$ cat config.mk
export PLATFORM = sky130hd
export DESIGN_NAME = ws2812_led_serializer_flat
export DESIGN_NICKNAME = d
export VERILOG_FILES = /design/src/hw/rtl/wls_pkg.sv /design/src/hw/rtl/wls_in_if.sv /design/src/hw/rtl/wls_out_if.sv /design/src/hw/rtl/wls_pixel_store.sv /design/src/hw/rtl/wls_engine.sv /design/src/hw/rtl/ws2812_led_serializer.sv /design/src/flat_wrapper.sv
export SDC_FILE = /design/constraint.sdc
export NUM_CORES = 1
export LEC_CHECK = 0
export BUFFER_PORTS_ARGS = -buffer_cell sky130_fd_sc_hd__buf_4
export CAP_MARGIN = 20
export CORE_ASPECT_RATIO = 1.4
export CORE_UTILIZATION = 28
export CTS_BUF_LIST = sky130_fd_sc_hd__clkbuf_8
export DETAILED_ROUTE_END_ITERATION = 16
export PLACE_DENSITY_LB_ADDON = 0.08
export SETUP_SLACK_MARGIN = 0.02
export SLEW_MARGIN = 20
export SYNTH_ARGS = -nofsm -noshare
export SYNTH_HDL_FRONTEND = slang
export SYNTH_SLANG_ARGS = --single-unit
$ cat constraint.sdc
create_clock -name clk -period 3.35 [get_ports clk]
set_input_delay 0.1675 -clock clk [delete_from_list [all_inputs] [get_ports clk]]
set_output_delay 0.1675 -clock clk [all_outputs]
set_load 0.1 [all_outputs]
$ cat src/hw/rtl/wls_pkg.sv
package wls_pkg;

  // Pixel store and waveform sizes
  localparam int PIX_DEPTH    = 16;
  localparam int PIX_AW       = $clog2(PIX_DEPTH);
  localparam int PTR_W        = PIX_AW + 1;
  localparam int TIME_BITS    = 12;
  localparam int COLOR_W      = 24;
  localparam int BITS_PER_PIX = 24;
  localparam int CNT_W        = $clog2(BITS_PER_PIX + 1);
  localparam int PCNT_W       = 5;

  // Configuration port
  localparam int CFG_AW = 3;
  localparam int CFG_DW = 12;

  typedef logic [1:0] func_t;

  localparam func_t FUNC_STORE = 2'd0;
  localparam func_t FUNC_START = 2'd1;
  localparam func_t FUNC_TICK  = 2'd2;

  localparam logic [CFG_AW-1:0] CFG_ONE_HIGH  = 3'd0;
  localparam logic [CFG_AW-1:0] CFG_ONE_LOW   = 3'd1;
  localparam logic [CFG_AW-1:0] CFG_ZERO_HIGH = 3'd2;
  localparam logic [CFG_AW-1:0] CFG_ZERO_LOW  = 3'd3;
  localparam logic [CFG_AW-1:0] CFG_PIX_COUNT = 3'd4;

  localparam logic [TIME_BITS-1:0] RST_ONE_HIGH  = TIME_BITS'(650);
  localparam logic [TIME_BITS-1:0] RST_ONE_LOW   = TIME_BITS'(600);
  localparam logic [TIME_BITS-1:0] RST_ZERO_HIGH = TIME_BITS'(500);
  localparam logic [TIME_BITS-1:0] RST_ZERO_LOW  = TIME_BITS'(850);
  localparam logic [PCNT_W-1:0]    RST_PIX_COUNT = PCNT_W'(16);

  typedef struct packed {
    logic [TIME_BITS-1:0] one_high;
    logic [TIME_BITS-1:0] one_low;
    logic [TIME_BITS-1:0] zero_high;
    logic [TIME_BITS-1:0] zero_low;
    logic [PCNT_W-1:0]    pixel_count;
  } cfg_t;

  typedef struct packed {
    logic               we;
    logic [PIX_AW-1:0]  waddr;
    logic [COLOR_W-1:0] wdata;
    logic [PIX_AW-1:0]  raddr;
  } store_ctl_t;

  // A phase length of zero runs as one tick
  function automatic logic [TIME_BITS-1:0] clamp_ticks(input logic [TIME_BITS-1:0] v);
    clamp_ticks = (v == '0) ? TIME_BITS'(1) : v;
  endfunction

  // Pixels per frame, held to 1 .. PIX_DEPTH
  function automatic logic [PTR_W-1:0] frame_len(input logic [PCNT_W-1:0] c);
    if (c == '0) begin
      frame_len = PTR_W'(1);
    end else if (PTR_W'(c) > PTR_W'(PIX_DEPTH)) begin
      frame_len = PTR_W'(PIX_DEPTH);
    end else begin
      frame_len = PTR_W'(c);
    end
  endfunction

endpackage

$ cat src/hw/rtl/wls_in_if.sv
interface wls_in_if import wls_pkg::*; ();
  logic               valid;
  logic               ready;
  func_t              func;
  logic [PIX_AW-1:0]  pixel_index;
  logic [COLOR_W-1:0] color;

  modport source (output valid, output func, output pixel_index, output color, input ready);
  modport sink   (input valid, input func, input pixel_index, input color, output ready);
endinterface

$ cat src/hw/rtl/wls_out_if.sv
interface wls_out_if import wls_pkg::*; ();
  logic valid;
  logic ready;
  logic pin_level;
  logic busy_res;
  logic frame_done;

  modport source (output valid, output pin_level, output busy_res, output frame_done,
                  input ready);
  modport sink   (input valid, input pin_level, input busy_res, input frame_done,
                  output ready);
endinterface

$ cat src/hw/rtl/wls_pixel_store.sv
module wls_pixel_store import wls_pkg::*; (
  input  logic               clk,
  input  logic               rst,
  input  store_ctl_t         ctl,
  output logic [COLOR_W-1:0] rd_data
);

  logic [COLOR_W-1:0] pix [PIX_DEPTH];

  // Clear all slots at reset, write one slot per store
  always_ff @(posedge clk) begin
    if (rst) begin
      for (int i = 0; i < PIX_DEPTH; i++) begin
        pix[i] <= '0;
      end
    end else if (ctl.we) begin
      pix[ctl.waddr] <= ctl.wdata;
    end
  end

  assign rd_data = pix[ctl.raddr];

endmodule

$ cat src/hw/rtl/wls_engine.sv
module wls_engine import wls_pkg::*; (
  input  logic               clk,
  input  logic               rst,
  input  logic               step,
  input  func_t              func,
  input  logic [PIX_AW-1:0]  pixel_index,
  input  logic [COLOR_W-1:0] color,
  input  cfg_t               cfg,
  input  logic [COLOR_W-1:0] rd_data,
  output store_ctl_t         store_ctl,
  output logic               pin_level,
  output logic               busy_res,
  output logic               frame_done
);

  logic [COLOR_W-1:0]   shift_word, shift_word_next;
  logic [PIX_AW-1:0]    pixel_pointer, pixel_pointer_next;
  logic [CNT_W-1:0]     bits_left, bits_left_next;
  logic                 in_low_phase, in_low_phase_next;
  logic [TIME_BITS-1:0] ticks_left, ticks_left_next;
  logic                 sending, sending_next;
  logic                 line_level, line_level_next;

  logic [TIME_BITS-1:0] ticks_dec;
  logic [COLOR_W-1:0]   shifted;
  logic [CNT_W-1:0]     bits_dec;
  logic [PTR_W-1:0]     ptr_inc;
  logic                 is_start;

  assign ticks_dec = (ticks_left != '0) ? ticks_left - TIME_BITS'(1) : ticks_left;
  assign shifted   = {shift_word[COLOR_W-2:0], 1'b0};
  assign bits_dec  = (bits_left != '0) ? bits_left - CNT_W'(1) : bits_left;
  assign ptr_inc   = PTR_W'(pixel_pointer) + PTR_W'(1);
  assign is_start  = (func == FUNC_START) && !sending;

  // Pixel store: write on idle store, read slot 0 on start, else the next slot
  always_comb begin
    store_ctl.we    = step && (func == FUNC_STORE) && !sending;
    store_ctl.waddr = pixel_index;
    store_ctl.wdata = color;
    store_ctl.raddr = is_start ? '0 : ptr_inc[PIX_AW-1:0];
  end

  // Advance the waveform state for one item
  always_comb begin
    shift_word_next    = shift_word;
    pixel_pointer_next = pixel_pointer;
    bits_left_next     = bits_left;
    in_low_phase_next  = in_low_phase;
    ticks_left_next    = ticks_left;
    sending_next       = sending;
    line_level_next    = line_level;
    frame_done         = 1'b0;

    if (step && is_start) begin
      sending_next       = 1'b1;
      pixel_pointer_next = '0;
      shift_word_next    = rd_data;
      bits_left_next     = CNT_W'(BITS_PER_PIX);
      in_low_phase_next  = 1'b0;
      line_level_next    = 1'b1;
      ticks_left_next    = clamp_ticks(rd_data[COLOR_W-1] ? cfg.one_high : cfg.zero_high);
    end else if (step && (func == FUNC_TICK) && sending) begin
      ticks_left_next = ticks_dec;
      if (ticks_dec == '0) begin
        if (!in_low_phase) begin
          // High phase over: drop the line for the low phase
          in_low_phase_next = 1'b1;
          line_level_next   = 1'b0;
          ticks_left_next   = clamp_ticks(shift_word[COLOR_W-1] ? cfg.one_low
                                                                 : cfg.zero_low);
        end else if (bits_dec == '0) begin
          // Pixel over: end the frame or load the next pixel
          bits_left_next = bits_dec;
          if (ptr_inc >= frame_len(cfg.pixel_count)) begin
            shift_word_next    = shifted;
            pixel_pointer_next = ptr_inc[PIX_AW-1:0];
            sending_next       = 1'b0;
            in_low_phase_next  = 1'b0;
            line_level_next    = 1'b0;
            ticks_left_next    = '0;
            frame_done         = 1'b1;
          end else begin
            pixel_pointer_next = ptr_inc[PIX_AW-1:0];
            shift_word_next    = rd_data;
            bits_left_next     = CNT_W'(BITS_PER_PIX);
            in_low_phase_next  = 1'b0;
            line_level_next    = 1'b1;
            ticks_left_next    = clamp_ticks(rd_data[COLOR_W-1] ? cfg.one_high
                                                                : cfg.zero_high);
          end
        end else begin
          // Bit over: shift to the next bit and raise the line
          shift_word_next   = shifted;
          bits_left_next    = bits_dec;
          in_low_phase_next = 1'b0;
          line_level_next   = 1'b1;
          ticks_left_next   = clamp_ticks(shifted[COLOR_W-1] ? cfg.one_high : cfg.zero_high);
        end
      end
    end
  end

  // Hold the waveform state
  always_ff @(posedge clk) begin
    if (rst) begin
      shift_word    <= '0;
      pixel_pointer <= '0;
      bits_left     <= '0;
      in_low_phase  <= 1'b0;
      ticks_left    <= '0;
      sending       <= 1'b0;
      line_level    <= 1'b0;
    end else begin
      shift_word    <= shift_word_next;
      pixel_pointer <= pixel_pointer_next;
      bits_left     <= bits_left_next;
      in_low_phase  <= in_low_phase_next;
      ticks_left    <= ticks_left_next;
      sending       <= sending_next;
      line_level    <= line_level_next;
    end
  end

  assign pin_level = line_level_next;
  assign busy_res  = sending_next;

endmodule

$ cat src/hw/rtl/ws2812_led_serializer.sv
// One-wire LED chain serializer.
// Input channel req carries one item per handshake: func selects a pixel
// store (pixel_index, color), a frame start, or one time tick. Each tick
// moves the data line by one time step; every color bit goes out MSB first
// as a high phase and a low phase whose lengths in ticks come from the
// configuration registers (written through cfg_we / cfg_index / cfg_data).
// Output channel rsp returns one item per input item: pin_level, busy_res
// and frame_done, the last high only on the tick that ends the frame.
// An accepted item waits in the input register until the result register is
// free or being drained, and then moves into the result register for rsp.
// Throughput: one item per cycle while rsp does not stall.
// Reset (rst, synchronous) clears the pixel store, stops any frame, drives
// the line low and loads the default phase lengths and a 16 pixel frame.
// When rsp stalls the result is held, the input register fills, and
// req.ready drops once both stages are full; nothing is lost.
module ws2812_led_serializer import wls_pkg::*; (
  input  logic              clk,
  input  logic              rst,
  wls_in_if.sink            req,
  wls_out_if.source         rsp,
  input  logic              cfg_we,
  input  logic [CFG_AW-1:0] cfg_index,
  input  logic [CFG_DW-1:0] cfg_data
);

  cfg_t               cfg;
  store_ctl_t         store_ctl;
  logic [COLOR_W-1:0] rd_data;

  logic               s1_valid;
  func_t              s1_func;
  logic [PIX_AW-1:0]  s1_index;
  logic [COLOR_W-1:0] s1_color;

  logic advance;
  logic step;
  logic eng_pin;
  logic eng_busy;
  logic eng_done;

  // Write configuration registers
  always_ff @(posedge clk) begin
    if (rst) begin
      cfg.one_high    <= RST_ONE_HIGH;
      cfg.one_low     <= RST_ONE_LOW;
      cfg.zero_high   <= RST_ZERO_HIGH;
      cfg.zero_low    <= RST_ZERO_LOW;
      cfg.pixel_count <= RST_PIX_COUNT;
    end else if (cfg_we) begin
      unique case (cfg_index)
        CFG_ONE_HIGH:  cfg.one_high    <= cfg_data[TIME_BITS-1:0];
        CFG_ONE_LOW:   cfg.one_low     <= cfg_data[TIME_BITS-1:0];
        CFG_ZERO_HIGH: cfg.zero_high   <= cfg_data[TIME_BITS-1:0];
        CFG_ZERO_LOW:  cfg.zero_low    <= cfg_data[TIME_BITS-1:0];
        CFG_PIX_COUNT: cfg.pixel_count <= cfg_data[PCNT_W-1:0];
        default: ;
      endcase
    end
  end

  // Move an item on when the result register is free or being drained
  assign advance   = !rsp.valid || rsp.ready;
  assign step      = s1_valid && advance;
  assign req.ready = !s1_valid || advance;

  // Input register
  always_ff @(posedge clk) begin
    if (rst) begin
      s1_valid <= 1'b0;
    end else if (req.ready) begin
      s1_valid <= req.valid;
    end
  end

  always_ff @(posedge clk) begin
    if (req.valid && req.ready) begin
      s1_func  <= req.func;
      s1_index <= req.pixel_index;
      s1_color <= req.color;
    end
  end

  wls_pixel_store u_store (
    .clk     (clk),
    .rst     (rst),
    .ctl     (store_ctl),
    .rd_data (rd_data)
  );

  wls_engine u_engine (
    .clk         (clk),
    .rst         (rst),
    .step        (step),
    .func        (s1_func),
    .pixel_index (s1_index),
    .color       (s1_color),
    .cfg         (cfg),
    .rd_data     (rd_data),
    .store_ctl   (store_ctl),
    .pin_level   (eng_pin),
    .busy_res    (eng_busy),
    .frame_done  (eng_done)
  );

  // Result register
  always_ff @(posedge clk) begin
    if (rst) begin
      rsp.valid <= 1'b0;
    end else if (advance) begin
      rsp.valid <= s1_valid;
    end
  end

  always_ff @(posedge clk) begin
    if (step) begin
      rsp.pin_level  <= eng_pin;
      rsp.busy_res   <= eng_busy;
      rsp.frame_done <= eng_done;
    end
  end

endmodule

$ cat src/flat_wrapper.sv
// flat-port wrapper written by rule: the top's interface ports become plain ports
module ws2812_led_serializer_flat import wls_pkg::*;
  (clk, rst, cfg_we, cfg_index, cfg_data, req_valid, req_func, req_pixel_index, req_color, req_ready, rsp_valid, rsp_pin_level, rsp_busy_res, rsp_frame_done, rsp_ready);
  wls_in_if req_i ();
  wls_out_if rsp_i ();
  input  logic clk;
  input  logic rst;
  input  logic cfg_we;
  input  logic [CFG_AW-1:0] cfg_index;
  input  logic [CFG_DW-1:0] cfg_data;
  input wire logic [$bits(req_i.valid)-1:0] req_valid;
  input wire logic [$bits(req_i.func)-1:0] req_func;
  input wire logic [$bits(req_i.pixel_index)-1:0] req_pixel_index;
  input wire logic [$bits(req_i.color)-1:0] req_color;
  output wire logic [$bits(req_i.ready)-1:0] req_ready;
  output wire logic [$bits(rsp_i.valid)-1:0] rsp_valid;
  output wire logic [$bits(rsp_i.pin_level)-1:0] rsp_pin_level;
  output wire logic [$bits(rsp_i.busy_res)-1:0] rsp_busy_res;
  output wire logic [$bits(rsp_i.frame_done)-1:0] rsp_frame_done;
  input wire logic [$bits(rsp_i.ready)-1:0] rsp_ready;
  assign req_i.valid = req_valid;
  assign req_i.func = req_func;
  assign req_i.pixel_index = req_pixel_index;
  assign req_i.color = req_color;
  assign req_ready = req_i.ready;
  assign rsp_valid = rsp_i.valid;
  assign rsp_pin_level = rsp_i.pin_level;
  assign rsp_busy_res = rsp_i.busy_res;
  assign rsp_frame_done = rsp_i.frame_done;
  assign rsp_i.ready = rsp_ready;
  ws2812_led_serializer u_core (.clk(clk), .rst(rst), .req(req_i), .rsp(rsp_i), .cfg_we(cfg_we), .cfg_index(cfg_index), .cfg_data(cfg_data));
endmodule
==> results.yml, run 1 <==
detailed_routing:
  ant_nets: 0
  drt-total-wl_mm: 89.4
  wire_per_inst_um: 25.9
  dr.pass1.iters: 5
  drc: 0
  drtIter0Drc: 1261
  post_drt_via_cell_ratio: 5.02
  vias: 17300
yosys:
  synthCells: 2070
  yosys.area.top_type: "edfxtp_1"
  ys.flop_type: "edfxtp_1"
  ys_types: 83
  yosysWarnings: 0
  synth_area_per_cell_um2: 11.9
  synth.area.top_cells: "edfxtp_1 51%, and2_1 9.9%, dfxtp_1 8.4%"
  ys_seq_area_share_pct: 59.1
  ys_async_sr_fraction_pct: 0
  synth_nets: 2128
  synth_top_area_share_pct: 50.8
  ys_seq_elements: 520
  netlist_area_um2: 24700
  synth_commonest_cells: "417 x edfxtp_1, 389 x and2_1, 188 x nand2_1"
  synth.most_common_cell: "edfxtp_1"
  synth_edf_count: 417
cells_and_area:
  nets: 2263
  layout-drive-gt1-share_pct: 19.1
  syn_to_final_growth_pct: 18.8
  final_util_pct: 33.6
pwr:
  sequentialPowerShare_pct: 52.1
  power_density_nw_per_um2: 482
  combPwrFrac_pct: 7.8
  finalPower_w: 0.0141
  p_leak_nw: 10.6
  p_sw_share_pct: 26.2
  internal_power_w: 0.0104
  p_switching_w: 0.00370
  p_clk_share_pct: 40.1
  max-vdd-ir-drop_mv: 0.220
grt:
  first_global_vias: 18000
  antenna_found_initial: 3
  gr-total-overflow: 0
  grt_pass1_wl_mm: 129
  grt.total_usage_pct: 20.2
  grt_max_degree: 80
timing:
  worstMarginPinSlew_ns: 1.03
  fin_crit_sh_pct: 95.1
  setup_viol: 0
  skew_ns: 0.0367
  rsz0062_at_grt: "false"
  hold_viol_final: 0
  fin_hold_ws_ns: 0.0652
  fin_crit_ns: 3.19
  max-slew-margin-rel_pct: 30.9
  maxSlewViolCount: 0
  max_freq_ghz: 0.314
floorplan:
  std_cell_rows: 128
  die_h_um: 353
  core_um2: 87100
  initial_core_util_pct: 28.3
  ioPinCount: 55
  dieArea_um2: 89300
  die_w_um: 253
worst_hold_path:
  hp-class: "in2reg"
clocking:
  clk_pin_slew_worst_paths_ns: 0.06
  clock_sinks: 520
  htreeDepth: 3
  cts_buffers: 92
  cts_root_buf: "clkbuf_8"
  insertion_delay_ns: 0.72
  cts_max_path_buffers: 3
  cts_tree: "done"
critical_path:
  crit_fanout: 25
  worstSetupPathType: "reg2reg"
  crit_chain: "buf_4 -> or3b_1 -> nand2_2 -> buf_12 -> mux4_2 -> o211ai_1 -> nand3_1 -> a32o_1"
  critPathLaunchType: "flop"
  crit_buf_inv: 2
  end_kind: "flop"
  critPathRequiredTime_ns: 3.94
  max_stage_delay_ns: 0.59
  cp.arrival_ns: 3.78
  crit_family: "simple AND/OR/NAND/NOR gates"
  cp_slowest_cell: "o211ai_1"
run:
  cap_violations: 0
run_status:
  status: "complete, no violations"
placed_design:
  dp_hpwl_mm: 57.3
  numPortBuffers: 54
  place_congestion: 0.803
cells in the final DEF (no fill, tap or decap), drive strengths merged, types with 23 or more instances in the layout:
| master | count |
|---|---|
| a21oi | 68 |
| o21ai | 33 |
| mux2i | 29 |
| inv | 51 |
| edfxtp | 417 |
| o2bb2ai | 23 |
| mux4 | 36 |
| dlygate4sd3 | 48 |
| clkinv | 33 |
| dfxtp | 103 |
| a221oi | 43 |
| nor3 | 46 |
| nor2 | 81 |
| nand3 | 54 |
| nand2 | 188 |
| mux2 | 48 |
| or3 | 32 |
| buf | 165 |
| o211ai | 35 |
| and2 | 389 |
| clkbuf | 97 |
sequential cells by signal, summed over array words and instances, names as in the netlist:
register	count
u_core.s1_index	4
u_core.s1_func	2
u_core.s1_color	24
u_core.u_engine.ticks_left	12
u_core.s1_valid	1
u_core.u_engine.shift_word	24
u_core.rsp.frame_done	1
u_core.u_engine.bits_left	5
u_core.u_store.pix	384
u_core.u_engine.pixel_pointer	4
u_core.u_engine.sending	1
u_core.rsp.pin_level	1
u_core.u_engine.line_level	1
u_core.rsp.valid	1
u_core.u_engine.in_low_phase	1
u_core.cfg	53
u_core.rsp.busy_res	1
routing by layer:
| layer | wire, µm | GRT usage [%] |
|---|---|---|
| met1 | 34800 | 22.8 |
| met5 | 13 | 0 |
| met3 | 2950 | 2.44 |
| met4 | 3250 | 8.46 |
| met2 | 48400 | 37.7 |
power by group through the flow:
stage | sequential (W) | clock [W] | combinational (W)
CTS | 0.00735 | 0.00587 | 0.00112
detailed placement | 0.00749 | 0 | 0.00107
finish | 0.00735 | 0.00566 | 0.00110
floorplan | 0.00739 | 0 | 0.000599
global placement | 0.00749 | 0 | 0.00106
global route | 0.00737 | 0.00611 | 0.00118
worst paths after layout:
kind                              endpoint  slack, ns               from  cells after the start
min reg2reg                 u_core.cfg[29]       0.46     u_core.cfg[29]                      2
min                          u_core.cfg[4]       0.07       cfg_index[2]                      3
max reg2reg  u_core.u_engine.shift_word[2]       0.16  u_core.s1_func[0]                      8
max          u_core.u_engine.shift_word[2]       0.16  u_core.s1_func[0]                      8
repair_timing:
action / in CTS / in global routing
pin swaps: 1 / 0
endpoints found under the setup margin: 1 / 4
resized for setup: 1 / 2
setup buffers: 0 / 0
hold buffers: 48 / 0
endpoints found under the hold margin: 89 / 0
gates cloned: 0 / 0
worst register-to-register path, delay by kind of cell (launching register included):
family | cells | cell delay, ns
mux | 1 | 0.55
compound gates | 2 | 0.87
simple gates | 3 | 0.89
flops | 1 | 0.36
buf+inv | 2 | 0.41
layout make-up:
class | count | area [µm²]
Clock inverter | 69 | 344
Multi-Input combinational cell | 1358 | 9570
Inverter | 20 | 75.1
Antenna cell | 2 | 5.00
Timing Repair Buffer | 213 | 1910
Sequential cell | 520 | 14600
Tap cell | 1170 | 1460
Clock buffer | 97 | 1340
Fill cell | 8795 | 57800
logic make-up after synthesis:
family,count (synthesis),synth area share (%)
AND/OR/NAND/NOR,869,19.4
XOR/XNOR,7,0.279
adder cells (fa/ha/maj),8,0.406
multiplexers,113,6.66
AO/OA/AOI/OAI,361,11.0
flip-flops,520,59.1
buffers and inverters,192,3.15
through the flow:
step                TNS, ns  instances  instance area, µm²  worst slack (ns)
finish                    0       3449               29300             0.164
global route              0       3448               29300            0.0279
CTS                       0       3447               29300            0.0919
detailed placement  -0.0851       3233               27100           -0.0851
global placement     -0.123       3230               27000            -0.123
floorplan            -88.07       2070               24700            -0.618
No activity file was read; power rests on OpenSTA's default activity.
==> inputs of run 2 (changes only) <==
- CORE_ASPECT_RATIO: 1.4 -> default
- REMOVE_ABC_BUFFERS: default -> 1
==> results.yml, run 2 (synthesized netlist as in run 1, its figures left out) <==
clocking:
  insertion_delay_ns: 0.73
  cts_max_path_buffers: 3
  clk_pin_slew_worst_paths_ns: 0.07
  cts_buffers: 100
  cts_tree: "done"
  clock_sinks: 520
  htreeDepth: 3
  cts_root_buf: "clkbuf_8"
detailed_routing:
  post_drt_via_cell_ratio: 5.01
  drtIter0Drc: 1074
  wire_per_inst_um: 24.4
  drc: 0
  dr.pass1.iters: 7
  ant_nets: 0
  vias: 17200
  drt-total-wl_mm: 83.7
critical_path:
  regToRegSetupSlack_ns: 0.21
  max_stage_delay_ns: 0.62
  cp.arrival_ns: 3.76
  end_kind: "flop"
  crit_fanout: 81
  worstSetupPathType: "reg2reg"
  critPathRequiredTime_ns: 3.97
  cp_slowest_cell: "mux4_2"
  critPathLaunchType: "flop"
  crit_chain: "ha_4 -> buf_12 -> mux4_2 -> mux2i_1 -> o221ai_2 -> buf_12 -> mux2i_1 -> o221ai_1 -> a22o_1"
placed_design:
  dp_hpwl_mm: 51.7
  placed_area_um2: 26900
  numPortBuffers: 54
  dp_cells: 3195
  place_congestion: 0.787
floorplan:
  die_h_um: 299
  core_um2: 87000
  die_w_um: 299
  initial_core_util_pct: 28.3
  ioPinCount: 55
  dieArea_um2: 89300
  std_cell_rows: 108
cells_and_area:
  regMostFlops: "u_core.u_store.pix"
  syn_to_final_growth_pct: 18.5
  nets: 2248
  reg_top3: "u_core.u_store.pix: 384 flops, u_core.cfg: 53 flops"
  final_util_pct: 33.6
  finish.instance_area_um2: 29200
  layout-drive-gt1-share_pct: 18.5
  stdcell_count: 3435
  largest_reg_flops: 384
  final_cell_mix: "417 x edfxtp_1, 388 x and2_1, 187 x nand2_1"
  fill_cells: 8766
  final_common_cell: "edfxtp_1"
grt:
  grt_pass1_wl_mm: 123
  grt_max_degree: 82
  gr-total-overflow: 0
  grt.total_usage_pct: 18.7
  antenna_found_initial: 5
  first_global_vias: 17500
timing:
  maxSlewViolCount: 0
  fin_hold_ws_ns: 0.0892
  max-slew-margin-rel_pct: 30.2
  rsz0062_at_grt: "false"
  fin_crit_sh_pct: 93.7
  fin_crit_ns: 3.14
  max_freq_ghz: 0.319
  setup_viol: 0
  hold_viol_final: 0
  worstMarginPinSlew_ns: 1.04
  tns_ns: 0
  skew_ns: 0.0577
pwr:
  max-vdd-ir-drop_mv: 0.236
  power_density_nw_per_um2: 488
  p_leak_nw: 10.6
worst_hold_path:
  hp-class: "in2reg"
run:
  cap_violations: 0
run_status:
  status: "complete, no violations"
==> run 2: per-stage QoR <==
step                total power [W]  setup slack [ns]
finish                       0.0143             0.212
global placement            0.00851             0.125
detailed placement          0.00851             0.121
CTS                          0.0145             0.110
global route                 0.0148            0.0264
floorplan                   0.00795             -3.33
==> run 2: final timing paths <==
| path | to | from | cells after the start |
|---|---|---|---|
| worst max-delay path | u_core.u_engine.ticks_left[6] | u_core.u_engine.pixel_pointer[0] | 9 |
| worst min-delay path | u_core.cfg[4] | cfg_index[2] | 3 |
| worst max register to register | u_core.u_engine.ticks_left[6] | u_core.u_engine.pixel_pointer[0] | 9 |
| worst min register to register | u_core.u_engine.shift_word[12] | u_core.u_engine.shift_word[12] | 1 |
==> run 2: per-layer routing <==
layer | share of wire [%] | vias up | GRT usage, %
met5 | 0 | - | 0
met4 | 2.5 | 0 | 5.39
met3 | 4.0 | 135 | 2.93
met2 | 48 | 397 | 31.0
met1 | 46 | 8742 | 25.1
li1 | - | 7945 | -
==> run 2: final cells by class <==
class	count	area (µm²)	area share [%]
Antenna cell	4	10.0	0.0343
Clock buffer	105	1450	4.95
Clock inverter	83	383	1.31
Inverter	20	75.1	0.257
Multi-Input combinational cell	1358	9550	32.7
Sequential cell	520	14600	49.9
Tap cell	1155	1450	4.95
Timing Repair Buffer	190	1720	5.89
==> run 2: timing repair <==
action,CTS,global route
endpoints found under the setup margin,0,12
hold buffers,48,0
resized for setup,0,1
setup buffers,0,0
endpoints found under the hold margin,86,0
==> run 2: worst max-delay path: cells and delay by family (launching register included) <==
| kind | cells | cell delay, ns |
|---|---|---|
| AOI/OAI and AO/OA | 3 | 0.61 |
| adders and majority gates | 1 | 0.27 |
| buffers and inverters | 2 | 0.51 |
| DFF | 1 | 0.36 |
| muxes | 3 | 1.15 |
==> run 2: power breakdown <==
group          internal, W  switching [W]  total [W]
logic             0.000399       0.000664    0.00106
registers          0.00717       0.000177    0.00735
clock network      0.00293        0.00293    0.00585
total               0.0105        0.00377     0.0143
==> inputs of run 3 (changes only) <==
- BUFFER_PORTS_ARGS: -buffer_cell sky130_fd_sc_hd__buf_4 -> -buffer_cell sky130_fd_sc_hd__clkbuf_2
- CELL_PAD_IN_SITES_DETAIL_PLACEMENT: default -> 0
- CELL_PAD_IN_SITES_GLOBAL_PLACEMENT: default -> 1
- clock period: 3.35 -> 3.75 ns (I/O delays scaled with it)
==> results.yml, run 3 (synthesized netlist as in run 1, its figures left out) <==
timing:
  maxSlewViolCount: 0
  tns_ns: 0
  fin_crit_sh_pct: 85.4
  fin_hold_ws_ns: 0.0225
  hold_viol_final: 0
  fin_crit_ns: 3.20
  setup_viol: 0
  max_freq_ghz: 0.312
  rsz0062_at_grt: "false"
  worstMarginPinSlew_ns: 0.986
  max-slew-margin-rel_pct: 34.3
  skew_ns: 0.0414
clocking:
  cts_buffers: 102
  htreeDepth: 3
  cts_max_path_buffers: 3
  post_cts_buffers: 0
  cts_tree: "done"
  clock_sinks: 520
  clk_pin_slew_worst_paths_ns: 0.06
  cts_root_buf: "clkbuf_8"
  cts_resized: 0
  insertion_delay_ns: 0.72
critical_path:
  cp.arrival_ns: 3.81
  cp-startpoint: "u_core.u_engine.pixel_pointer[0]"
  crit_fanout: 49
  crit_chain: "buf_4 -> inv_2 -> nand2_2 -> buf_12 -> mux4_2 -> o21ai_0 -> nor4_1 -> a221oi_1 -> o2bb2ai_1"
  crit_family: "buffers and inverters"
  critPathLaunchType: "flop"
  crit_buf_inv: 3
  worstSetupPathType: "reg2reg"
  cp_slowest_cell: "buf_4"
  path_depth: 9
  regToRegEndpoint: "u_core.u_engine.shift_word[19]"
  regToRegSetupSlack_ns: 0.55
  crit_end: "u_core.u_engine.shift_word[19]"
  max_stage_delay_ns: 0.57
  critPathRequiredTime_ns: 4.35
  reg2regPathDepth: 9
  end_kind: "flop"
  reg2reg_from: "u_core.u_engine.pixel_pointer[0]"
cells_and_area:
  syn_to_final_growth_pct: 17.2
  nets: 2243
  stdcell_count: 3418
  layout-drive-gt1-share_pct: 18.1
  final_cell_mix: "417 x edfxtp_1, 388 x and2_1, 187 x nand2_1"
  reg_top3: "u_core.u_store.pix: 384 flops, u_core.cfg: 53 flops"
  final_common_cell: "edfxtp_1"
  regMostFlops: "u_core.u_store.pix"
  largest_reg_flops: 384
  fill_cells: 8763
pwr:
  max-vdd-ir-drop_mv: 0.235
  finalPower_w: 0.0127
  power_density_nw_per_um2: 440
  p_leak_nw: 10.4
placed_design:
  dp_hpwl_mm: 53.3
  dp_cells: 3183
  numPortBuffers: 54
  place_congestion: 0.798
run_status:
  status: "complete, no violations"
detailed_routing:
  vias: 17000
  drt-total-wl_mm: 85.6
  dr.pass1.iters: 5
  wire_per_inst_um: 25.1
  ant_nets: 0
  post_drt_via_cell_ratio: 4.98
  drtIter0Drc: 1125
  drc: 0
grt:
  grt_max_degree: 62
  met3_usage_pct: 2.73
  gr-total-overflow: 0
  grt.total_usage_pct: 19.1
  grt_pass1_wl_mm: 124
  grt_util_met1_pct: 25.6
  antenna_found_initial: 10
  first_global_vias: 17300
  use_met2_pct: 32.3
  top_usage_layer: "met2"
floorplan:
  die_w_um: 299
  initial_core_util_pct: 28.3
  std_cell_rows: 108
  core_um2: 87000
  ioPinCount: 55
  dieArea_um2: 89300
  die_h_um: 299
run:
  cap_violations: 0
worst_hold_path:
  hp-class: "in2reg"
[run 3: changes by cell type in the layout (fill, tap and decap cells not counted), sizes merged]
| cell | change |
|---|---|
| buf | -64 |
| clkbuf | +58 |
| inv | -13 |
| dlygate4sd3 | +3 |
| clkinv | -1 |
[run 3: worst min-delay path, stage by stage]
cell and delay [ns]:
clkbuf_2 0.09, nor2b_1 0.09, nand2_1 0.10, nor2_1 0.07
nand2_1 0.07, nand3_1 0.07
[run 3: timing repair]
item	CTS	global route
endpoints found under the hold margin	86	4
endpoints found under the setup margin	0	0
hold buffers	48	3
[run 3: worst min path at each step]
stage,slack (ns),endpoint,start,cells after the start
CTS,0.03,u_core.cfg[4],cfg_index[2],3
finish,0.02,u_core.cfg[32],cfg_index[2],6
global route,0.05,u_core.cfg[32],cfg_index[2],6
detailed placement,0.37,u_core.s1_color[6],req_color[6],1
global placement,0.36,u_core.s1_color[13],req_color[13],1
floorplan,0.26,u_core.u_engine.ticks_left[1],rst,1
[run 3: area by class of cell]
type | instances | area (µm²) | area share [%]
Antenna cell | 4 | 10.0 | 0.0346
Clock buffer | 109 | 1500 | 5.19
Clock inverter | 69 | 317 | 1.10
Inverter | 20 | 75.1 | 0.260
Multi-Input combinational cell | 1358 | 9550 | 33.0
Sequential cell | 520 | 14600 | 50.5
Tap cell | 1155 | 1450 | 5.00
Timing Repair Buffer | 183 | 1420 | 4.90
[run 3: where the power goes]
group	internal (W)	switching (W)	total, W
Sequential	0.00641	0.000160	0.00657
Combinational	0.000317	0.000586	0.000904
Clock	0.00267	0.00257	0.00524
Total	0.00939	0.00332	0.0127
[run 3: metrics by stage]
stage | cell area [µm²] | util (%) | setup slack, ns
after floorplan | 24000 | - | -2.93
after global placement | 26500 | 30.5 | 0.553
after detailed placement | 26500 | 30.5 | 0.516
after CTS | 28800 | 33.1 | 0.517
after global routing | 28900 | 33.2 | 0.359
final | 28900 | 33.2 | 0.546
[run 3: metal layers]
layer  part of all wire, %  vias to the layer above
met2                    49                      388
met5                     0                        -
met1                    45                     8640
met4                   1.7                        0
li1                      -                     7905
met3                   4.3                       92
